==> config.mk <==
export PLATFORM = sky130hd
export DESIGN_NAME = sorted_list_engine
export DESIGN_NICKNAME = d
export VERILOG_FILES = /design/src/sle_pkg.sv /design/src/sle_cell.sv /design/src/sorted_list_engine.sv
export SDC_FILE = /design/constraint.sdc
export NUM_CORES = 1
export LEC_CHECK = 0
export ABC_AREA = 1
export BUFFER_PORTS_ARGS = -buffer_cell sky130_fd_sc_hd__buf_2
export CAP_MARGIN = 15
export CORE_UTILIZATION = 48
export DETAILED_ROUTE_END_ITERATION = 16
export PLACE_DENSITY_LB_ADDON = 0.15
export SLEW_MARGIN = 20
export SYNTH_ARGS = -nofsm -noshare
export SYNTH_HDL_FRONTEND = slang
export SYNTH_SLANG_ARGS = --single-unit
==> constraint.sdc <==
create_clock -name clk -period 4.6 [get_ports clk]
set_input_delay 0.23 -clock clk [delete_from_list [all_inputs] [get_ports clk]]
set_output_delay 0.23 -clock clk [all_outputs]
set_load 0.1 [all_outputs]
==> src/sle_pkg.sv <==
package sle_pkg;

  // operation codes carried in s_tuser
  localparam logic [1:0] OP_INSERT   = 2'd0;
  localparam logic [1:0] OP_REMOVE   = 2'd1;
  localparam logic [1:0] OP_CONTAINS = 2'd2;
  localparam logic [1:0] OP_READ     = 2'd3;

  // result status codes
  localparam logic [2:0] ST_OK        = 3'd0;
  localparam logic [2:0] ST_EMPTY     = 3'd1;
  localparam logic [2:0] ST_NOT_FOUND = 3'd2;
  localparam logic [2:0] ST_FULL      = 3'd3;
  localparam logic [2:0] ST_OOB       = 3'd4;

  // fixed field widths on the ports
  localparam int FIELD_W = 16;
  localparam int INDEX_W = 4;
  localparam int COUNT_W = 5;
  localparam int READ_SLOTS = 16;

  // per-cycle command broadcast to every cell
  typedef struct packed {
    logic ins;
    logic rem;
  } sle_cmd_t;

endpackage

==> src/sle_cell.sv <==
module sle_cell import sle_pkg::*; #(
  parameter int VALUE_WIDTH = 16
) (
  input  logic                   clk,
  input  sle_cmd_t               cmd,
  input  logic [VALUE_WIDTH-1:0] key,
  input  logic                   valid,
  input  logic [VALUE_WIDTH-1:0] left_value,
  input  logic                   left_lt,
  input  logic [VALUE_WIDTH-1:0] right_value,
  output logic [VALUE_WIDTH-1:0] value,
  output logic                   lt,
  output logic                   eq
);

  logic [VALUE_WIDTH-1:0] value_next;

  // local compare against the broadcast key
  assign lt = valid && (value < key);
  assign eq = valid && (value == key);

  // insert pushes right from the sorted position, remove pulls left
  always_comb begin
    value_next = value;
    if (cmd.ins && !lt) begin
      value_next = left_lt ? key : left_value;
    end else if (cmd.rem && valid && !lt) begin
      value_next = right_value;
    end
  end

  always_ff @(posedge clk) begin
    value <= value_next;
  end

endmodule

==> src/sorted_list_engine.sv <==
// Sorted list engine: keeps up to DEPTH values in ascending order in a row of
// cells, each holding one entry and comparing it against the request's value
// in parallel. One request is accepted per cycle; its result appears in the
// output register on the next cycle, and a new request is taken whenever that
// register is empty or being drained, so a stalled output holds back input.
// The rate is set by the row of cells, which completes insert, remove,
// contains or read in the accept cycle. Read reaches the first 16
// positions only (4-bit index). The count field shows the entry count modulo
// 32. No clearing pass is needed after reset.
module sorted_list_engine import sle_pkg::*; #(
  parameter int DEPTH       = 16,
  parameter int VALUE_WIDTH = 16
) (
  input  logic        clk,
  input  logic        rst,
  input  logic        s_tvalid,
  output logic        s_tready,
  input  logic [23:0] s_tdata,  // value[15:0], index[19:16], zero pad
  input  logic [1:0]  s_tuser,  // operation[1:0]
  output logic        m_tvalid,
  input  logic        m_tready,
  output logic [23:0] m_tdata,  // data[15:0], count[20:16], zero pad
  output logic [3:0]  m_tuser   // found[0], status[3:1]
);

  localparam int CW = $clog2(DEPTH + 1);
  localparam int XW = (CW > INDEX_W) ? CW : INDEX_W;

  logic [CW-1:0]          cnt;
  logic [CW-1:0]          cnt_next;
  logic                   accept;
  logic [1:0]             op;
  logic [INDEX_W-1:0]     idx;
  logic [VALUE_WIDTH+FIELD_W-1:0] key_ext;
  logic [VALUE_WIDTH-1:0] key;
  logic                   full;
  logic                   present;
  sle_cmd_t               cmd;

  logic [VALUE_WIDTH-1:0] cell_val [DEPTH];
  logic [DEPTH-1:0]       cell_valid;
  logic [DEPTH-1:0]       cell_lt;
  logic [DEPTH-1:0]       cell_eq;
  logic [VALUE_WIDTH-1:0] rd_slot  [READ_SLOTS];
  logic [VALUE_WIDTH-1:0] rd_val;
  logic [VALUE_WIDTH+FIELD_W-1:0] rd_ext;
  logic [VALUE_WIDTH+FIELD_W-1:0] rm_ext;

  logic [FIELD_W-1:0]     res_data;
  logic                   res_found;
  logic [2:0]             res_status;
  logic [CW+COUNT_W-1:0]  cnt_ext;

  // request fields
  assign accept  = s_tvalid && s_tready;
  assign s_tready = !m_tvalid || m_tready;
  assign op      = s_tuser;
  assign idx     = s_tdata[FIELD_W+INDEX_W-1:FIELD_W];
  assign key_ext = {{VALUE_WIDTH{1'b0}}, s_tdata[FIELD_W-1:0]};
  assign key     = key_ext[VALUE_WIDTH-1:0];

  assign full    = (cnt == CW'(DEPTH));
  assign present = |cell_eq;

  // command to the row
  always_comb begin
    cmd.ins = accept && (op == OP_INSERT) && !full;
    cmd.rem = accept && (op == OP_REMOVE) && present;
  end

  // row of cells
  genvar gi;
  generate
    for (gi = 0; gi < DEPTH; gi++) begin : g_cell
      logic [VALUE_WIDTH-1:0] lv;
      logic                   llt;
      logic [VALUE_WIDTH-1:0] rv;
      assign cell_valid[gi] = (cnt > CW'(gi));
      if (gi == 0) begin : g_first
        assign lv  = '0;
        assign llt = 1'b1;
      end else begin : g_inner
        assign lv  = cell_val[gi-1];
        assign llt = cell_lt[gi-1];
      end
      if (gi == DEPTH - 1) begin : g_last
        assign rv = '0;
      end else begin : g_body
        assign rv = cell_val[gi+1];
      end
      sle_cell #(.VALUE_WIDTH(VALUE_WIDTH)) u_cell (
        .clk         (clk),
        .cmd         (cmd),
        .key         (key),
        .valid       (cell_valid[gi]),
        .left_value  (lv),
        .left_lt     (llt),
        .right_value (rv),
        .value       (cell_val[gi]),
        .lt          (cell_lt[gi]),
        .eq          (cell_eq[gi])
      );
    end
    // read slots reachable by the index field
    for (gi = 0; gi < READ_SLOTS; gi++) begin : g_slot
      if (gi < DEPTH) begin : g_used
        assign rd_slot[gi] = cell_val[gi];
      end else begin : g_unused
        assign rd_slot[gi] = '0;
      end
    end
  endgenerate

  assign rd_val = rd_slot[idx];
  assign rd_ext = {{FIELD_W{1'b0}}, rd_val};
  assign rm_ext = {{FIELD_W{1'b0}}, key};

  // result and count update
  always_comb begin
    res_data   = '0;
    res_found  = 1'b0;
    res_status = ST_OK;
    cnt_next   = cnt;
    case (op)
      OP_INSERT: begin
        if (full) begin
          res_status = ST_FULL;
        end else begin
          res_found = 1'b1;
          cnt_next  = cnt + CW'(1);
        end
      end
      OP_REMOVE, OP_CONTAINS: begin
        if (cnt == '0) begin
          res_status = ST_EMPTY;
        end else if (!present) begin
          res_status = ST_NOT_FOUND;
        end else begin
          res_found = 1'b1;
          if (op == OP_REMOVE) begin
            res_data = rm_ext[FIELD_W-1:0];
            cnt_next = cnt - CW'(1);
          end
        end
      end
      OP_READ: begin
        if (XW'(idx) >= XW'(cnt)) begin
          res_status = ST_OOB;
        end else begin
          res_found = 1'b1;
          res_data  = rd_ext[FIELD_W-1:0];
        end
      end
      default: begin
        res_status = ST_OK;
      end
    endcase
  end

  assign cnt_ext = {{COUNT_W{1'b0}}, cnt_next};

  // entry count
  always_ff @(posedge clk) begin
    if (rst) begin
      cnt <= '0;
    end else if (accept) begin
      cnt <= cnt_next;
    end
  end

  // output register
  always_ff @(posedge clk) begin
    if (rst) begin
      m_tvalid <= 1'b0;
    end else if (accept) begin
      m_tvalid <= 1'b1;
    end else if (m_tready) begin
      m_tvalid <= 1'b0;
    end
  end

  always_ff @(posedge clk) begin
    if (accept) begin
      m_tdata <= {3'b000, cnt_ext[COUNT_W-1:0], res_data};
      m_tuser <= {res_status, res_found};
    end
  end

endmodule

[Yosys cells after proc, flatten, opt, wreduce, memory -nomap -nowiden]
Index checks and enable logic that the tools add are counted.
Cells by class
  add/sub/neg operators: 2
  muxes and demuxes: 72
  eq/ne operators: 20
  reductions and logical operators: 125
  bitwise logic cells: 1
  $lt $le $gt $ge: 34
Operators with widths (number)
  $mux W16: 53
  $eq A16 B16 Y1: 16
  $lt A16 B16 Y1: 16
  $logic_and A1 B1 Y1: 85
  $bmux W16 S4: 1
  $gt A5 B4 Y1 const B: 8
  $reduce_bool A2 Y1: 17
  $pmux W16 S2: 1
  $gt A5 B3 Y1 const B: 4
  $mux W5: 4
  $logic_not A1 Y1: 18
  $reduce_or A16 Y1: 1
  $gt A5 B1 Y1 const B: 2
  $gt A5 B2 Y1 const B: 2
  $pmux W5 S2: 1
  $pmux W3 S3: 1
  $mux W1: 6
  $mux W2: 3
  $add A5 B1 Y5 const B: 1
  $eq A5 B5 Y1 const B: 1
  $ge A4 B5 Y1: 1
  $ge A5 B5 Y1 const B: 1
  $logic_not A5 Y1: 1
  $not A4 Y5: 1
  other kinds (8): 9
Word-level totals
  flip-flop bits (word level): 287
  input port bits: 30
  output and inout bits: 30
  word-level logic and storage cells: 274

[Logic depth before layout (Yosys ltp)]
Gate-level depths: netlist (run 1).
  word-level depth: 9
  depth in mapped cells: 18
  depth with buffers taken out: 18

[By module]
From an unflattened synthesis (run 1), not the netlist that was laid out.
Second synthesis, totals
  cell total of the unflattened synthesis: 3500
  area, all modules: 26781.9 um^2
Modules (own cells, without submodules)
  sle_cell: area each 1396.3 um^2, instances 16, cells an instance 168, seq. area each 480.5 um^2
  sorted_list_engine: area each 4440.5 um^2, instances 1, cells an instance 812, seq. area each 870.8 um^2

[Worst setup path after synthesis (run 1)]
OpenSTA, ideal clock, no wires.
  path kind: register -> register
  start: reg m_tvalid
  end: reg g_cell[3].u_cell.value[0], enable pin
  required time: 4135 ps
  period minus slack after synthesis: 3967 ps
  path slack: 633 ps
  buffers on the path: 2
  cell stages (with the launch flop): 10
  library setup time: 465 ps
  data arrival time: 3503 ps
  path through: dfxtp_1 -> nand2_1 -> nand2_1 -> inv_1 -> nand2_8 -> clkinv_2 -> buf_6 -> nand2_1 -> buf_2 -> o21ai_0
On the way
  word-level cells in the longest chain between the ends: 8
  elaborated cells between the ends (all ways): 11
  classes of those cells: reduce/logical: 11
RTL lines
  start: declaration: line sorted_list_engine.sv:20  | output logic m_tvalid,
  start signal: assignment: line sorted_list_engine.sv:174  | m_tvalid <= 1'b0;
  start signal: assignment: line sorted_list_engine.sv:176  | m_tvalid <= 1'b1;
  start signal: assignment: line sorted_list_engine.sv:178  | m_tvalid <= 1'b0;
  $logic_not A1 Y1 *: line sorted_list_engine.sv:56  | assign s_tready = !m_tvalid || m_tready;
  $logic_or A1 B1 Y1 *: line sorted_list_engine.sv:56
  net s_tready: line sorted_list_engine.sv:17  | output logic s_tready,
  $logic_and A1 B1 Y1 *: line sorted_list_engine.sv:55  | assign accept = s_tvalid && s_tready;
  $logic_and A1 B1 Y1 (2 in a row): line sorted_list_engine.sv:68  | cmd.rem = accept && (op == OP_REMOVE) && present;
  $logic_and A1 B1 Y1 (2 in a row): line sle_cell.sv:27  | end else if (cmd.rem && valid && !lt) begin
  $reduce_bool A2 Y1 (no line) *
  end signal: assignment: line sle_cell.sv:33  | value <= value_next;
  end: declaration: line sle_cell.sv:11  | output logic [VALUE_WIDTH-1:0] value,
The timed path passes the listed nets; every way through them passes the cells marked *.
A chain may end at the register's enable or synchronous reset.

[Final worst setup path (run 1)]
  start: reg cnt[1]
  end: reg m_tdata[7], data pin
On the way
  word-level cells in the longest chain between the ends: 6
  elaborated cells between the ends (all ways): 39
  classes of those cells: order compare: 17; mux: 4; reduce/logical: 18
RTL lines
  start: declaration: line sorted_list_engine.sv:29  | logic [CW-1:0] cnt;
  start signal: assignment: line sorted_list_engine.sv:167  | cnt <= cnt_next;
  $gt A5 B1 Y1, or another cell as far along: line sorted_list_engine.sv:78  | assign cell_valid[gi] = (cnt > CW'(gi));
  $logic_and A1 B1 Y1: line sle_cell.sv:20  | assign eq = valid && (value == key);
  $reduce_or A16 Y1: line sorted_list_engine.sv:63  | assign present = |cell_eq;
  $mux W16: line sorted_list_engine.sv:136  | end else if (!present) begin
  $mux W16: line sorted_list_engine.sv:134  | if (cnt == '0) begin
  $pmux W16 S2 *: line sorted_list_engine.sv:124  | case (op)
  net res_data[7]: line sorted_list_engine.sv:49  | logic [FIELD_W-1:0] res_data;
  end signal: assignment: line sorted_list_engine.sv:184  | m_tdata <= {3'b000, cnt_ext[COUNT_W-1:0], res_data};
  end: declaration: line sorted_list_engine.sv:22  | output logic [23:0] m_tdata,
Marked as above.

==> metrics.txt, run 1 <==
final clock period utilization by the worst path=82.36%; unrepaired setup endpoints after global routing=false; flops & latches, synth=287; Area growth syn-to-layout=11.32%; number of port buffers=52; number of CTS-inserted buffers=38; launch instance of the worst register-to-register path=cnt[1]; worst setup timing slack at the placement stage=0.8039 ns; Layout Nets=3327; R2R cell count=13; number of gates on the worst path with buffers counted=13; Vias=23240; Crit path top cell by count=nand2_4; number of resized instances in the post-cts repair step=0; number of enable-type register cells in the synthesized netlist=281; IO Count=60; simple-gate share of the synthesized area=19.05%; Final Worst Setup Slack=0.8113 ns; number of antenna repair diodes=0; data required time of the worst path=4.86 ns; cell family contributing the most delay on the critical path=simple AND/OR/NAND/NOR gates; dominant combinational cell family by area after synthesis=compound AO/OA/AOI/OAI gates; total core area=roughly 48000 um^2; TritonCTS clock tree=yes; global-route wire length before repair=137.0 mm; routed length per instance=25.34 um; leakage power total=11.04 nW; transition time of the tightest slew-check pin=0.8811 ns; maximum level of the CTS H-tree=2; CP cell instances=inv_1 > ha_1 > nand2_4 > inv_2 > nand3_1 > nand3_2 > nor3b_1 > nor2_1 > nand2_4 > nand2_4 > inv_2 > nand4_1 > o31ai_1; Die Ht=222.9 um; number of antenna violations at the first check in global routing=1; share of the yosys chip area belonging to registers=36.53%; max_slew headroom=41.20%; TritonRoute pass-1 iters=8; final sum of negative setup slack=0 ns; GRT Residual Overflow=0; vias per cell=6.333; clock insertion delay at the later pin of the skew report=0.59 ns; synth cell count leaders=619 x nand2_1, 406 x a21oi_1, 304 x o21ai_0, 281 x edfxtp_1, 276 x nor2_1; clock edge transition at the registers on the reported setup and hold paths=0.06 ns; arithmetic-cell share of the synthesized area counting full adders, half adders and majority gates=between 10% and 20%; total routed wirelength=between 90 and 100 mm; initial detailed-routing violation count=2504; final slew viol count=0; starting density of the core=48.86%; complex-gate fraction of the synthesized area=between 20 and 25%; Max Clock Skew=0.02011 ns; commonest register cell after synthesis=edfxtp_1; multiplexer area fraction after synthesis=0%; path category of the worst min-delay check=input port to flop; most area-hungry cell type in the Yosys netlist=edfxtp_1; post-synth top area share=36.02%; die width=222.9 um; capture point of the worst path=m_tdata[7]; gate count of the mapped netlist=just under 3000; number of nets still failing antenna checks after routing=0; fraction of layout cells with a size suffix above 1=10.25%; worst hold slack across all endpoints=0.2729 ns; Final Critical Period=3.789 ns; Power per Cell Area=just over 300 nW/um^2; Post-Syn Area=23430 um^2; maximum fanout along the worst path=12; GRT Total Usage=37.15%; status=finished clean; share of async-settable or async-resettable flops after synthesis=0%; master cell of the clock root buffer=clkbuf_16; final estimated routing congestion in global placement=0.9811; beginning of the critical path=cnt[1]; top achievable clock speed=about 0.26 GHz; std cell rows=80; buffers plus inverters on the worst setup path=3; die area=49700 um^2; number of violations of the max-capacitance limit=0; crit path max-delay cell type=nor3b_1; largest stage delay on the critical path=0.62 ns; Critical Path Sink Type=flop; Mean Syn Cell Area=7.896 um^2; DRC violation count after routing=0; Yosys cell types=58; count of cells along the worst hold path=4; leading post-synthesis cells by cell area=edfxtp_1 36%, ha_1 14%, nand2_1 9.9%; most common cell in the synthesized netlist=nand2_1; CP Class=flop to flop; xor/xnor share of the synthesized area=0.1122%; pin count of the biggest net entering global routing=160; highest ir drop seen on vdd=about 0.21 mV; Setup Buffers After CTS=0; Max Buffers Root-to-Sink=3; CTS hold repair buffers=2; Arr. time, crit path=4.05 ns; kind of start point of the critical path=flop; number of global-route vias before repair=22260; worst reg-to-reg setup slack=0.81 ns; final setup fails=0; end of the worst register-to-register path=m_tdata[7]; sinks on the clock net=287; Hold Vio Cnt, Final=0; number of warnings issued by yosys=0; dpl hpwl=~70 mm
==> worst min-delay path, stage by stage <==
cell     delay (ns)
buf_2          0.09
inv_1          0.05
buf_4          0.20
a21oi_1        0.15
==> power by group <==
| part | internal, mW | leakage (nW) | switching [mW] |
|---|---|---|---|
| logic | 0.497 | 7.77 | 1.31 |
| registers | 3.00 | 2.64 | 0.107 |
| clock network | 1.97 | 0.634 | 1.24 |
| total | 5.47 | 11.0 | 2.66 |
==> cell families (layout without fill, tap and decap cells) <==
logic type | count (synthesis) | count (layout)
AOI/OAI and AO/OA | 961 | 961
xor gates and xnor gates | 3 | 3
adders and majority gates | 270 | 270
buffers and inverters | 373 | 459
DFF | 287 | 287
other | 1 | 3
and+or+nand+nor | 1072 | 1072
==> layout by cell type, fill, tap and decap left out, drive strengths merged, types with 2 or more instances in the layout <==
master	count
nand2	639
a21oi	410
o21ai	333
nor2	288
edfxtp	281
ha	270
inv	209
buf	176
nand3	103
o211ai	61
clkbuf	52
o31ai	30
nand4	25
o21a	22
o22ai	20
a22oi	18
a31oi	18
clkinv	14
a221oi	13
o2111ai	10
a311oi	7
bufinv	6
dfxtp	6
a211oi	6
nor3	6
o21bai	5
nand3b	4
o221ai	4
xor2	3
or2	3
conb	3
a21o	2
o211a	2
dlygate4sd3	2
nor4	2
==> how the worst min path moves through the flow <==
| stage | start | endpoint |
|---|---|---|
| 2_1_floorplan | rst | m_tvalid |
| 4_1_cts | s_tdata[6] | g_cell[15].u_cell.value[6] |
| 5_1_grt | s_tdata[6] | g_cell[15].u_cell.value[6] |
| 3_5_place_dp | rst | m_tvalid |
| 6_report | s_tdata[6] | g_cell[15].u_cell.value[6] |
| 3_3_place_gp | rst | m_tvalid |
==> flip-flops by register name, summed over array words and instances (netlist names) <==
name and flops:
m_tdata 21, cnt 5, g_cell.u_cell.value 256, m_tuser 4, m_tvalid 1
==> layout make-up <==
type | instances | area [um^2]
fillers | 4476 | 21870
multi-input cells | 2309 | 13350
flip-flops and latches | 287 | 8558
repair buffers | 178 | 1289
clock buffers | 52 | 1077
inverters | 213 | 815.8
well taps | 615 | 769.5
clock inverters | 16 | 222.7
==> metal layers <==
layer	up-vias	routed length, um	GRT usage [%]
met4	2	6041	21.71
li1	10650	-	-
met2	1333	42210	59.89
met1	10930	35230	45.32
met3	323	9424	8.653
met5	-	103	1.564
==> through the flow <==
stage / util [%] / area [um^2] / total power, mW / cells
final: 54.39 / 26080 / 8.127 / 3670
after global routing: 54.39 / 26080 / 8.373 / 3670
after CTS: 54.39 / 26080 / 8.075 / 3670
after detailed placement: 51.64 / 24760 / 4.903 / 3600
after global placement: 51.64 / 24760 / 4.852 / 3600
after floorplan: - / 23440 / 4.298 / 2969
Note: power is estimated with default switching activity, not from simulation.
==> inputs of run 2 (changes only) <==
--- a/config.mk
+++ b/config.mk
@@ -5,7 +5,7 @@
 export SDC_FILE = /design/constraint.sdc
 export NUM_CORES = 1
 export LEC_CHECK = 0
-export ABC_AREA = 1
+export ABC_AREA = 0
 export BUFFER_PORTS_ARGS = -buffer_cell sky130_fd_sc_hd__buf_2
 export CAP_MARGIN = 15
 export CORE_UTILIZATION = 48
==> constraint.sdc (replaced) <==
create_clock -name clk -period 3.2 [get_ports clk]
set_input_delay 0.16 -clock clk [delete_from_list [all_inputs] [get_ports clk]]
set_output_delay 0.16 -clock clk [all_outputs]
set_load 0.1 [all_outputs]
==> run 2 against run 1 <==
Compared with the run above: the flow now finishes with violations (setup timing); sequential share of layout area is 3.3 points lower; total power is 39% higher; critical path depth is 1 lower; setup slack worse by 0.85 ns; design area is 11% higher; synthesized cell count is 28% lower; cell count is 12% lower; combinational power is 42% higher; global-route usage is 2.0 points lower; maximum frequency is 17% higher; largest power group is now registers.
==> metrics.txt, run 2 <==
total core area=46650 um^2 (-2.7%); TritonRoute pass-1 iters=5 (-3); maximum fanout along the worst path=16 (+4); multiplexer area fraction after synthesis=18.77% (+19 points); number of warnings issued by yosys=0 (unchanged); switching share of power=29.81% (-2.9 points); reported net switching power=3.374 mW (+27%); Mean Syn Cell Area=10.56 um^2 (+34%); GRT Total Usage=35.14% (-2.0 points); number of port buffers=52 (unchanged); unrepaired setup endpoints after global routing=true; Die Ht=219.5 um (-1.5%); max_slew headroom=52.78% (+12 points); number of antenna repair diodes=0 (unchanged); simple-gate share of the synthesized area=10.73% (-8.3 points); Vias=19900 (-14%); gate count of the mapped netlist=2151 (-28%); Hold Vio Cnt, Final=0 (unchanged); Top reg by flops=g_cell.u_cell.value; flops & latches, synth=287 (unchanged); launch instance of the worst register-to-register path=g_cell[14].u_cell.value[10]; final estimated routing congestion in global placement=0.9820 (about the same); top achievable clock speed=0.3084 GHz (+17%); path category of the worst min-delay check=input port to flop; registers with the highest flip-flop counts=g_cell.u_cell.value x256, m_tdata x21, cnt x5; TritonCTS clock tree=yes; clock insertion delay at the later pin of the skew report=0.57 ns (-0.02 ns); Area growth syn-to-layout=27.78%; pin count of the biggest net entering global routing=37 (-77%); number of global-route vias before repair=20040 (-10%); total routed wirelength=83.63 mm (-10%); dominant combinational cell family by area after synthesis=multiplexers; sinks on the clock net=287 (unchanged); Final Critical Period=3.242 ns (-0.5463 ns); beginning of the critical path=g_cell[14].u_cell.value[10]; number of CTS-inserted buffers=39 (+2.6%); GRT Residual Overflow=0 (unchanged); routed length per instance=25.97 um (+2.5%); DRC violation count after routing=0 (unchanged); leading post-synthesis cells by cell area=edfxtp_1 37%, ha_1 15%, mux4_2 7.9%; master cell of the clock root buffer=clkbuf_16; fraction of layout cells with a size suffix above 1=30.65% (+20 points); most common cell in the synthesized netlist=edfxtp_1; final core utilization=62.19% (+7.8 points); CP Class=flop to flop; Arr. time, crit path=3.51 ns (-0.54 ns); complex-gate fraction of the synthesized area=14.45% (-8.7 points); final clock period utilization by the worst path=101.3% (+19 points); IO Count=60 (unchanged); die width=219.5 um (-1.5%); Final Worst Setup Slack=-0.04246 ns (-0.8537 ns); sequential share of power=38.7% (+0.5 points); number of violations of the max-capacitance limit=0 (unchanged); share of the yosys chip area belonging to registers=37.69% (+1.2 points); internal power=7.946 mW (+45%); vias per cell=6.180 (-2.4%); Layout Nets=2884 (-13%); Max Buffers Root-to-Sink=3 (unchanged); share of async-settable or async-resettable flops after synthesis=0% (unchanged); starting density of the core=48.67% (-0.19 points); count of filler cells inserted in the layout=3815 (-15%); Post-Syn Area=22710 um^2 (-3.1%); final setup fails=64 (+64); transition time of the tightest slew-check pin=0.7009 ns (-0.1801 ns); synth cell count leaders=281 x edfxtp_1, 270 x ha_1, 221 x nand2_1, 204 x a21oi_1, 179 x o21ai_0; portion of total power attributed to the clock network=38.6% (-0.9 points); most frequent standard cell in the layout excluding fill and tap cells=buf_4; number of nets still failing antenna checks after routing=0 (unchanged); most area-hungry cell type in the Yosys netlist=edfxtp_1; Critical Path Sink Type=flop; kind of start point of the critical path=flop; final slew viol count=0 (unchanged); post-synth top area share=37.16% (+1.1 points); Max Clock Skew=0.01927 ns (-0.0008412 ns); die area=48180 um^2 (-3.0%); end of the worst register-to-register path=g_cell[10].u_cell.value[8]; data required time of the worst path=3.47 ns (-1.39 ns); Yosys cell types=71 (+22%); std cell rows=79 (-1.3%); status=finished with violations; arithmetic-cell share of the synthesized area counting full adders, half adders and majority gates=14.88% (+0.46 points); global-route wire length before repair=123.5 mm (-9.8%); violations in the final reports=setup timing; worst hold slack across all endpoints=0.2100 ns (-0.06289 ns); initial detailed-routing violation count=2090 (-17%); commonest register cell after synthesis=edfxtp_1; worst setup timing slack at the placement stage=-0.6569 ns (-1.461 ns); dpl hpwl=67.73 mm (-1.5%); most used cells in the layout excluding fill and tap cells=414 x buf_4, 281 x edfxtp_1, 263 x ha_1; xor/xnor share of the synthesized area=0% (-0.11 points); number of enable-type register cells in the synthesized netlist=281 (unchanged); combinational share of power=22.7% (+0.4 points); clock edge transition at the registers on the reported setup and hold paths=0.06 ns (about the same); capture point of the worst path=g_cell[10].u_cell.value[8]; maximum level of the CTS H-tree=2 (unchanged); leakage power total=12.32 nW (+12%); worst reg-to-reg setup slack=-0.04 ns (-0.85 ns); Power per Cell Area=390.1 nW/um^2 (+25%); highest ir drop seen on vdd=0.4438 mV (+110%); flip-flop count of the largest register after layout=256 (unchanged); R2R cell count=12 (-1); number of antenna violations at the first check in global routing=1 (unchanged)
[run 2: cell count changes in the layout (fill, tap and decap cells not counted), moves of 43 or more]
cell	delta
a21oi_1	-209
buf_4	+295
inv_1	-129
mux2_2	+60
mux2i_1	+176
mux4_2	+80
nand2_1	-401
nand3_1	-86
nor2_1	-147
o211ai_1	-43
o21ai_0	-125
[run 2: routing by layer]
metal | vias to the layer above | wire length (um) | GRT usage [%]
met4 | 0 | 4136 | 16.55
met5 | - | 0 | 0
li1 | 9131 | - | -
met3 | 167 | 6852 | 5.590
met2 | 874 | 39010 | 56.96
met1 | 9728 | 33630 | 45.95
[run 2: cells by family (layout without fill, tap and decap cells)]
| family | count (synthesis) | after routing |
|---|---|---|
| compound gates | 558 | 558 |
| fa+ha+maj | 270 | 270 |
| buf+inv | 186 | 646 |
| flops | 287 | 287 |
| mux | 318 | 318 |
| other cells | 1 | 3 |
| simple gates | 531 | 531 |
[run 2: worst min path at each step]
stage | start | to | slack (ns) | cells after the start
2_1_floorplan | rst | m_tvalid | 0.22 | 1
3_3_place_gp | s_tvalid | m_tvalid | 0.40 | 3
3_5_place_dp | s_tvalid | m_tvalid | 0.40 | 3
4_1_cts | s_tuser[1] | m_tuser[3] | 0.19 | 3
5_1_grt | s_tuser[1] | m_tuser[3] | 0.21 | 3
6_report | s_tuser[1] | m_tuser[3] | 0.21 | 3
[run 2: layout make-up]
cell class	instances	area [um^2]	area share, %
clock inverters	21	172.7	0.5951
multi-input cells	1680	13880	47.83
repair buffers	515	4332	14.93
flip-flops and latches	287	8568	29.53
clock buffers	49	1076	3.708
well taps	607	759.5	2.618
inverters	61	230.2	0.7934
[run 2: stage by stage]
stage               cells  instance area, um^2  power (mW)  setup TNS, ns
global route         3220                29020       11.69         -10.63
global placement     3129                27270       6.883         -83.36
floorplan            2153                22830       5.893              0
detailed placement   3129                27270       6.936         -81.83
CTS                  3209                28770       11.32              0
finish               3220                29020       11.32         -1.507
[run 2: worst max-delay path, cell delays in order (launching register included)]
cell,delay (ns)
edfxtp_1,0.42
ha_1,0.35
nand4_1,0.22
nor4_1,0.42
buf_4,0.22
a32oi_1,0.06
nand4_1,0.17
buf_4,0.15
nor4_4,0.05
buf_4,0.15
or3_1,0.37
a21oi_2,0.21
buf_12,0.18
[run 2: power by group through the flow]
stage | Clock [mW] | Sequential [mW] | Combinational (mW)
3_3_place_gp | 0 | 4.45 | 2.43
6_report | 4.37 | 4.38 | 2.57
4_1_cts | 4.43 | 4.38 | 2.51
3_5_place_dp | 0 | 4.46 | 2.48
5_1_grt | 4.56 | 4.39 | 2.73
2_1_floorplan | 0 | 4.59 | 1.30
[run 2: timing repair]
| action | in CTS | in global routing |
|---|---|---|
| endpoints found under the hold margin | 5 | 0 |
| hold buffers | 3 | 0 |
| resized for setup | 34 | 24 |
| cloned | 0 | 0 |
| buffers inserted | 7 | 11 |
| pin swaps | 9 | 6 |
| setup endpoints to repair | 282 | 258 |
